<file path="src/rtl/eftc_edge.sv">
`default_nettype none

// Edge function: cross product ux*vy - uy*vx of two signed difference vectors
module eftc_edge #(
    parameter int DIFF_BITS = 13
) (
    input  wire logic signed [DIFF_BITS-1:0] i_ux,
    input  wire logic signed [DIFF_BITS-1:0] i_uy,
    input  wire logic signed [DIFF_BITS-1:0] i_vx,
    input  wire logic signed [DIFF_BITS-1:0] i_vy,
    output logic signed [2*DIFF_BITS:0]      o_w
);

    logic signed [2*DIFF_BITS-1:0] prod_a;
    logic signed [2*DIFF_BITS-1:0] prod_b;

    assign prod_a = i_ux * i_vy;
    assign prod_b = i_uy * i_vx;
    assign o_w    = (2*DIFF_BITS+1)'(prod_a) - (2*DIFF_BITS+1)'(prod_b);

endmodule

`default_nettype wire

</file>
<file path="config.mk">
export PLATFORM = sky130hd
export DESIGN_NAME = eftc_edge
export DESIGN_NICKNAME = d
export VERILOG_FILES = /design/src/rtl/eftc_edge.sv
export SDC_FILE = /design/constraint.sdc
export NUM_CORES = 1
export LEC_CHECK = 0
export BUFFER_PORTS_ARGS = -buffer_cell sky130_fd_sc_hd__buf_2
export CORE_MARGIN = 1.5
export CORE_UTILIZATION = 61
export DETAILED_ROUTE_END_ITERATION = 8
export PLACE_DENSITY = 0.84
export SETUP_SLACK_MARGIN = 0.02
export SLEW_MARGIN = 20
export SYNTH_ARGS = -nofsm -noshare
export SYNTH_HDL_FRONTEND = slang
export SYNTH_SLANG_ARGS = --single-unit
export TNS_END_PERCENT = 5
</file>
<file path="constraint.sdc">
create_clock -name vclk -period 22.5
set_clock_uncertainty 0.1 [all_clocks]
set_input_delay 3.375 -clock vclk [all_inputs]
set_output_delay 3.375 -clock vclk [all_outputs]
set_load 0.1 [all_outputs]
</file>
======== Word level (Yosys, flattened, before mapping) ========
Index checks and enable logic that the tools add are counted.
cells by class
  $add $sub $neg .......................... 1
  multiply operators ...................... 2
operator list
  cell                          number
  multiplier 13 x 13 -> 26 bit  2
  subtractor 26 x 26 -> 27 bit  1
storage, ports and cells
  register bits after elaboration ......... 0
  input bits .............................. 52
  word-level logic and storage cells ...... 3

======== Depth between registers and ports, before layout ========
Gate-level depths: netlist (run 1).
  depth in word-level cells ............... 2
  gate-level depth with buffers ........... 25
  gate-level depth less buffers ........... 24

======== Least setup slack after synthesis (run 1) ========
Ideal clock, no wire load.
  kind .................................... input -> output
  start point ............................. input port i_vx[0]
  end point ............................... output port o_w[23]
  data arrival time ....................... 11.015 ns
  slack ................................... 8.010 ns
  stages on the path ...................... 21
  buffers on the path ..................... 2
  path through ............................ clkbuf_1 -> nand2_1 -> inv_1 -> fa_1 -> fa_1 -> inv_1 -> fa_1 -> fa_1 -> fa_1 -> fa_1 -> inv_1 -> fa_1 -> inv_1 -> ha_1 -> buf_2 -> a21oi_1 -> o21bai_1 -> a21oi_1 -> o211ai_1 -> nor2_1 -> o311ai_1
on the way
  cells in the longest elaborated chain, start to end .. 2
RTL lines
  item                          line  source
  start, declared               9     input wire logic signed [DIFF_BITS-1:0] i_vx,
  multiplier 13 x 13 -> 26 bit  18    assign prod_b = i_uy * i_vx;
  subtractor 26 x 26 -> 27 bit  19    assign o_w = (2*DIFF_BITS+1)'(prod_a) - (2*DIFF_BITS+1)'(prod_b);
  end, declared                 11    output logic signed [2*DIFF_BITS:0] o_w
Every way passes these cells.

======== Worst setup path after layout (run 1) ========
  start point ............................. input port i_vx[0]
  end point ............................... output port o_w[26]
Same word-level chain as after synthesis.

==> metrics.md, run 1 <==
| Metric | Value |
|---|---|
| Status | `complete, no violations` |
| Syn_area_per_cell | `9.33 µm²` |
| Total die area | `23700 µm²` |
| Initial antenna violation count | `0` |
| Post-Synthesis Cells | `1493` |
| Clkbuf count | `0` |
| Max-cap violations | `0` |
| Global-route wire length before repair | `53.1 mm` |
| Largest net degree at the start of global routing | `15` |
| Slew @ Worst Pin | `0.607 ns` |
| Num sequential | `0` |
| Hold WC Path Type | `input port to output port` |
| Top-count cell post-synth | `inv_1` |
| Tmin final | `13.98 ns` |
| Post-cts resize count | `0` |
| Setup TNS | `0 ns` |
| I/O pin cnt | `79` |
| CP startpoint kind | `input port` |
| Storage element area | `0 µm²` |
| Vias per cell | `5.35` |
| Routed via count | `9636` |
| Placed insts | `1802` |
| Multi-input logic area | `12100 µm²` |
| F_max | `71.5 MHz` |
| Synth top area cells | `fa_1, inv_1, ha_1` |
| Library cells used by synthesis | `43` |
| Layout cell share with drive strength beyond 1 | `0.0560` |
| Chip Height | `154 µm` |
| DIE WIDTH | `154 µm` |
| Fin. Hold Viols | `0` |
| RSZ-0062 raised after global routing | `no` |
| Slew Viols, Final | `0` |
| Hold endpoint | `o_w[0]` |
| WP data arrival | `10.50 ns` |
| WL per Instance | `17.0 µm` |
| Area share of the largest cell type after synthesis | `0.556` |
| Register area share after synthesis | `0` |
| Syn Nets | `2051` |
| ANT cells | `0` |
| Synth area leader | `fa_1` |
| Post-CTS Setup Bufs | `0` |
| Layout Cells excl Fill | `1802` |
| Final ANT Viol Nets | `0` |
| Slew margin rel. | `0.594` |
| Synth warnings | `0` |
| Port Buffers | `79` |
| # nets final | `2077` |
| Final period util | `0.621` |
| Worst-path fanout max | `13` |
| Filler Cell Count | `1793` |
| Router iterations before antenna repair | `5` |
| RD Place Congestion | `0.936` |
| Final setup fails | `0` |
| Hold_buf cts | `0` |
| Hold Crit Start | `i_vy[0]` |
| Vias in the first global route | `11100` |
| Min-Delay Path Depth | `4` |
| Most instantiated cells after synthesis | `inv_1, fa_1, and2_1` |
| Synth-to-Final Area Change | `3.91%` |
| DP Wirelength | `27.7 mm` |
| Num rows | `55` |
| Final WL | `30.7 mm` |
| GRT overflow | `0` |
| Area of the core | `22500 µm²` |
| Mapped cell area | `13900 µm²` |
| Initial DRC Count | `584` |
| Worst setup EP type | `output port` |
| All-layer global routing usage | `0.285` |
| Initial core utilization | `0.619` |
| Setup CP Type | `input port to output port` |
| DR DRC count | `0` |
| Critical Path RT | `19.03 ns` |
cell type report:
class	instances	area share
inverter	441	0.114
multi-input combinational	997	0.834
tap	285	0.0246
timing repair buffer	79	0.0273
worst max-delay path, cell delays in order:
cell,delay (ns)
buf_2,0.23
nand2_1,0.25
inv_1,0.49
fa_1,0.54
fa_1,0.59
inv_1,0.07
fa_1,0.49
fa_1,0.57
fa_1,0.43
fa_1,0.50
inv_1,0.05
fa_1,0.47
inv_1,0.04
ha_1,0.39
nand4_1,0.21
or2_0,0.26
o311ai_1,0.37
o211ai_1,0.26
o21ai_0,0.31
xnor2_1,0.16
buf_2,0.45
metrics by stage:
stage               setup WS [ns]   util  cell area (µm²)  hold slack, ns
CTS                          8.55  0.643            14500            7.53
global placement             8.85  0.643            14500            7.51
detailed placement           8.57  0.643            14500            7.53
global route                 8.25  0.643            14500            7.58
finish                       8.52  0.643            14500            7.53
floorplan                    8.01      -            13900            7.56
cells by family after synthesis:
| kind of cell | count (synthesis) | synth area share |
|---|---|---|
| XOR/XNOR | 37 | 0.0233 |
| AO/OA/AOI/OAI | 73 | 0.0353 |
| adder cells (fa/ha/maj) | 506 | 0.663 |
| AND/OR/NAND/NOR | 381 | 0.144 |
| buffers and inverters | 496 | 0.134 |
worst max-delay path by stage:
stage / end / slack [ns] / startpoint / depth (start not counted)
CTS: o_w[26] / 8.55 / i_vx[0] / 21
finish: o_w[26] / 8.52 / i_vx[0] / 21
global placement: o_w[26] / 8.85 / i_vx[0] / 21
detailed placement: o_w[26] / 8.57 / i_vx[0] / 21
global route: o_w[24] / 8.25 / i_vx[0] / 21
floorplan: o_w[23] / 8.01 / i_vx[0] / 21
cell usage in the layout (no fill, tap or decap), types with 2 or more instances in the layout:
master	n
a31oi_1	2
and2_1	190
o211ai_1	4
o311ai_1	2
nand2_1	131
nand2b_1	13
o21ai_0	14
ha_1	119
fa_1	387
a21o_1	5
xor2_1	9
inv_1	441
a21oi_1	23
nand3_1	5
nor2b_1	13
a211oi_1	4
nor3_1	5
xnor2_1	28
buf_2	79
nand4_1	3
nor2_1	15
or3_1	2
o21bai_1	5
metal layers:
layer,track usage,vias to the layer above,wire (µm)
met3,0.0107,95,1120
met5,0,-,0
met2,0.536,308,16700
li1,-,4289,-
met1,0.343,4944,11300
met4,0.123,0,1570
Power of run 1 is left out: the tool's default activity adds up to more than one toggle a clock period on the data nets, which glitch-free logic cannot reach.
==> run 2, diff against run 1 <==
==> constraint.sdc (replaced) <==
create_clock -name vclk -period 13.95
set_clock_uncertainty 0.1 [all_clocks]
set_input_delay 2.0925 -clock vclk [all_inputs]
set_output_delay 2.0925 -clock vclk [all_outputs]
set_load 0.1 [all_outputs]
==> metrics.md, run 2 (synthesis results as in run 1) <==
| Metric | Value |
|---|---|
| RD Place Congestion | `0.936 (about the same)` |
| Worst path most repeated cell | `fa_1` |
| Hold WC Path Type | `input port to output port` |
| Worst Setup SP | `i_vx[0]` |
| Area of the core | `22500 µm² (unchanged)` |
| CP startpoint kind | `input port` |
| DR DRC count | `0 (unchanged)` |
| DIE WIDTH | `154 µm (unchanged)` |
| Vias in the first global route | `11100 (+0.027%)` |
| I/O pin cnt | `79 (unchanged)` |
| Synth-to-Final Area Change | `3.91% (unchanged)` |
| Hold_buf cts | `0 (unchanged)` |
| Storage element area | `0 µm² (unchanged)` |
| WP data arrival | `9.24 ns (-1.26 ns)` |
| Final ANT Viol Nets | `0 (unchanged)` |
| Most frequent cells in the layout | `inv_1, fa_1, and2_1` |
| Largest net degree at the start of global routing | `15 (unchanged)` |
| Router iterations before antenna repair | `5 (unchanged)` |
| Slew @ Worst Pin | `0.607 ns (+0.000217 ns)` |
| DP Wirelength | `27.8 mm (+0.51%)` |
| Vias per cell | `5.39 (+0.73%)` |
| WL per Instance | `17.2 µm (+0.93%)` |
| Slew margin rel. | `0.594 (about the same)` |
| Crit path max-delay cell type | `fa_1` |
| Initial core utilization | `0.619 (unchanged)` |
| Multi-input logic area | `12100 µm² (unchanged)` |
| Worst-path fanout max | `13 (unchanged)` |
| Post-cts resize count | `0 (unchanged)` |
| Num sequential | `0 (unchanged)` |
| Critical Path RT | `11.76 ns (-7.27 ns)` |
| Initial antenna violation count | `0 (unchanged)` |
| Most common cell after layout, fill and taps aside | `inv_1` |
| Status | `complete, no violations` |
| RSZ-0062 raised after global routing | `no` |
| Global-route wire length before repair | `53.3 mm (+0.25%)` |
| Clkbuf count | `0 (unchanged)` |
| All-layer global routing usage | `0.286 (+0.00124)` |
| Chip Height | `154 µm (unchanged)` |
| Fin. Hold Viols | `0 (unchanged)` |
| Tmin final | `11.44 ns` |
| Setup CP Type | `input port to output port` |
| Routed via count | `9706 (+0.73%)` |
| Crit path cell chain | `buf_2 > nand2_1 > inv_1 > fa_1 > fa_1 > inv_1 > fa_1 > fa_1 > fa_1 > fa_1 > inv_1 > fa_1 > inv_1 > ha_1 > nand4_1 > or2_0 > o311ai_1 > o211ai_1 > o21ai_0 > xnor2_1 > buf_2` |
| Final WL | `31.0 mm (+0.93%)` |
| # nets final | `2077 (unchanged)` |
| ANT cells | `0 (unchanged)` |
| Setup TNS | `0 ns (unchanged)` |
| Post-CTS Setup Bufs | `0 (unchanged)` |
| GRT overflow | `0 (unchanged)` |
| Final period util | `0.820` |
| Crit path to | `o_w[26]` |
| Slew Viols, Final | `0 (unchanged)` |
| Worst setup EP type | `output port` |
| Port Buffers | `79 (unchanged)` |
| Num rows | `55 (unchanged)` |
| Total die area | `23700 µm² (unchanged)` |
| Initial DRC Count | `560 (-4.1%)` |
| Filler Cell Count | `1810 (+0.95%)` |
| Worst path max stage delay | `0.57 ns (-0.02 ns)` |
| F_max | `87.4 MHz` |
| Layout cell share with drive strength beyond 1 | `0.0560 (unchanged)` |
| Max-cap violations | `0 (unchanged)` |
| Final setup fails | `0 (unchanged)` |
run 2: cell counts in the layout (fill, tap and decap cells not counted):
No cell type changed its count.
run 2: cell type report:
type / count / share of cell area
Inverter: 441 / 0.114
Multi-Input combinational cell: 997 / 0.834
Timing Repair Buffer: 79 / 0.0273
Tap cell: 285 / 0.0246
run 2: how the worst min path moves through the flow:
stage                        from     end  slack (ns)  cells after the start
after global routing      i_vy[0]  o_w[0]        5.01                      4
after detailed placement  i_vy[0]  o_w[0]        4.96                      4
after global placement    i_vy[0]  o_w[0]        4.95                      4
after floorplan           i_vy[0]  o_w[0]        4.99                      3
final                     i_vy[0]  o_w[0]        4.95                      4
after CTS                 i_vy[0]  o_w[0]        4.96                      4
run 2: per-layer routing:
metal	up-vias	share of wire	track usage
met5	-	0	0
met4	0	0.047	0.115
met3	83	0.034	0.00958
met2	283	0.55	0.540
met1	5050	0.37	0.347
li1	4290	-	-
run 2: critical path, delay by kind of cell:
family / cells / cell delay [ns]
AOI/OAI and AO/OA: 3 / 0.95
and+or+nand+nor: 3 / 0.72
adders and majority gates: 8 / 3.94
buffers and inverters: 6 / 1.32
xor gates and xnor gates: 1 / 0.17
run 2: metrics by stage:
step | cells | setup WS (ns) | hold slack, ns | util | area, µm²
finish | 1802 | 2.51 | 4.95 | 0.643 | 14500
global route | 1802 | 2.21 | 5.01 | 0.643 | 14500
CTS | 1802 | 2.56 | 4.96 | 0.643 | 14500
detailed placement | 1802 | 2.59 | 4.96 | 0.643 | 14500
global placement | 1802 | 2.87 | 4.95 | 0.643 | 14500
floorplan | 1493 | 2.03 | 4.99 | - | 13900
Power of run 2 is left out for the same reason.
==> run 3, diff against run 2 <==
--- a/config.mk
+++ b/config.mk
@@ -5,6 +5,7 @@
 export SDC_FILE = /design/constraint.sdc
 export NUM_CORES = 1
 export LEC_CHECK = 0
+export ABC_AREA = 1
 export BUFFER_PORTS_ARGS = -buffer_cell sky130_fd_sc_hd__buf_2
 export CORE_MARGIN = 1.5
 export CORE_UTILIZATION = 61
==> constraint.sdc (replaced) <==
create_clock -name vclk -period 11.7
set_clock_uncertainty 0.1 [all_clocks]
set_input_delay 1.755 -clock vclk [all_inputs]
set_output_delay 1.755 -clock vclk [all_outputs]
set_load 0.1 [all_outputs]
==> metrics.md, run 3 <==
| Metric | Value |
|---|---|
| Status | `complete, no violations` |
| Min-Delay Path Depth | `5 (+1)` |
| Most instantiated cells after synthesis | `inv_1, nand2_1, fa_1` |
| RD Place Congestion | `0.971 (+3.7%)` |
| Slew margin rel. | `0.595 (+0.000754)` |
| Total die area | `24600 µm² (+3.8%)` |
| Initial core utilization | `0.618 (-0.000746)` |
| Hold Crit Start | `i_vy[0]` |
| Num rows | `56 (+1.8%)` |
| Worst path most repeated cell | `fa_1` |
| # nets final | `2400 (+16%)` |
| Slew Viols, Final | `0 (unchanged)` |
| Post-cts resize count | `0 (unchanged)` |
| Layout cell share with drive strength beyond 1 | `0.0527 (-0.00331)` |
| RSZ-0062 raised after global routing | `no` |
| Register area share after synthesis | `0 (unchanged)` |
| Worst path max stage delay | `0.59 ns (+0.02 ns)` |
| Most frequent cells in the layout | `inv_1, nand2_1, fa_1` |
| DR DRC count | `0 (unchanged)` |
| Mapped cell area | `14500 µm² (+3.9%)` |
| Worst-path fanout max | `13 (unchanged)` |
| Final setup fails | `0 (unchanged)` |
| Initial DRC Count | `1114 (+99%)` |
| Crit path cell chain | `buf_2 > nand2_1 > inv_1 > fa_1 > fa_1 > inv_1 > fa_1 > fa_1 > fa_1 > fa_1 > inv_1 > fa_1 > inv_1 > ha_1 > a21oi_1 > a21boi_0 > nand2_1 > nand2_1 > nand3_1 > inv_1 > nand3_1 > nand2_1 > buf_2` |
| Library cells used by synthesis | `28 (-35%)` |
| Dpl ws | `1.42 ns (-1.17 ns)` |
| Worst setup EP type | `output port` |
| Initial antenna violation count | `1 (+1)` |
| Final ANT Viol Nets | `0 (unchanged)` |
| DP Wirelength | `32.1 mm (+15%)` |
| Hold_buf cts | `0 (unchanged)` |
| Final period util | `0.878` |
| Synth area leader | `fa_1` |
| Fin. Hold Viols | `0 (unchanged)` |
| Port Buffers | `79 (unchanged)` |
| Routed via count | `11000 (+14%)` |
| ANT cells | `0 (unchanged)` |
| Router iterations before antenna repair | `6 (+1)` |
| Final WL | `35.1 mm (+13%)` |
| WL per Instance | `16.2 µm (-5.5%)` |
| Clkbuf count | `0 (unchanged)` |
| Area share of the largest cell type after synthesis | `0.536 (-0.0207)` |
| Num sequential | `0 (unchanged)` |
| Global-route wire length before repair | `58.1 mm (+9.0%)` |
| I/O pin cnt | `79 (unchanged)` |
| DIE WIDTH | `157 µm (+1.9%)` |
| CP startpoint kind | `input port` |
| Max-cap violations | `0 (unchanged)` |
| Chip Height | `157 µm (+1.9%)` |
| Vias in the first global route | `11400 (+3.4%)` |
| Synth warnings | `0 (unchanged)` |
| Top-count cell post-synth | `inv_1` |
| Largest net degree at the start of global routing | `15 (unchanged)` |
| Most common cell after layout, fill and taps aside | `inv_1` |
| Post-CTS Setup Bufs | `0 (unchanged)` |
| Tmin final | `10.28 ns` |
| Slew @ Worst Pin | `0.606 ns (-0.00113 ns)` |
| Synth top area cells | `fa_1, inv_1, nand2_1` |
| F_max | `97.3 MHz` |
| Setup TNS | `0 ns (unchanged)` |
| Syn_area_per_cell | `7.98 µm² (-14%)` |
| Synth-to-Final Area Change | `4.14%` |
| GRT overflow | `0 (unchanged)` |
| All-layer global routing usage | `0.306 (+0.0193)` |
| Post-Synthesis Cells | `1813 (+21%)` |
| Vias per cell | `5.11 (-5.1%)` |
| Hold WC Path Type | `input port to output port` |
| Critical Path RT | `9.85 ns (-1.91 ns)` |
| Syn Nets | `2371 (+16%)` |
| Storage element area | `0 µm² (unchanged)` |
| Worst Setup SP | `i_vx[0]` |
| Setup CP Type | `input port to output port` |
| Area of the core | `23400 µm² (+4.0%)` |
| WP data arrival | `8.42 ns (-0.82 ns)` |
| Setup slack after layout | `1.42 ns (-1.09 ns)` |
| Crit path max-delay cell type | `fa_1` |
==> run 3: changes by cell type after synthesis, moves of 7 or more <==
cell,change
xor2_1,+7
nor2_1,+36
nand3_1,+17
nand2b_1,-13
xnor2_1,-20
inv_1,+221
and2_1,-189
nor2b_1,-13
or2_2,+9
nand2_1,+281
==> run 3: layout make-up <==
type | instances | area (µm²)
multi-input combinational | 1099 | 11800
fill | 1959 | 8340
inverter | 662 | 2480
tap | 319 | 399
timing repair buffer | 79 | 395
==> run 3: per-layer routing <==
layer	share of wire	vias to the layer above	GRT usage
met5	0	-	0
met4	0.012	0	0.0367
met3	0.064	38	0.0176
met2	0.48	416	0.509
met1	0.44	5571	0.459
li1	-	5012	-
==> run 3: logic make-up after synthesis <==
group | Yosys count | share of synthesized area
and+or+nand+nor | 518 | 0.142
xor gates and xnor gates | 24 | 0.0145
AOI/OAI and AO/OA | 51 | 0.0194
buffers and inverters | 714 | 0.185
adders and majority gates | 506 | 0.639
==> run 3: critical path, delay by kind of cell <==
kind            cells  cell delay [ns]
fa+ha+maj           8             3.96
buf+inv             7             1.41
compound gates      2             0.48
simple gates        6             0.81
==> run 3: through the flow <==
| stage | hold slack [ns] | area, µm² | utilization | instances |
|---|---|---|---|---|
| floorplan | 4.33 | 14500 | - | 1813 |
| global placement | 4.29 | 15100 | 0.644 | 2159 |
| detailed placement | 4.30 | 15100 | 0.644 | 2159 |
| CTS | 4.30 | 15100 | 0.644 | 2159 |
| global route | 4.34 | 15100 | 0.644 | 2159 |
| finish | 4.30 | 15100 | 0.644 | 2159 |
==> run 3: path summary, 6_finish.rpt <==
| path | to | slack (ns) |
|---|---|---|
| hold / removal | o_w[0] | 4.30 |
| setup / recovery | o_w[26] | 1.42 |
Power of run 3 is left out for the same reason.
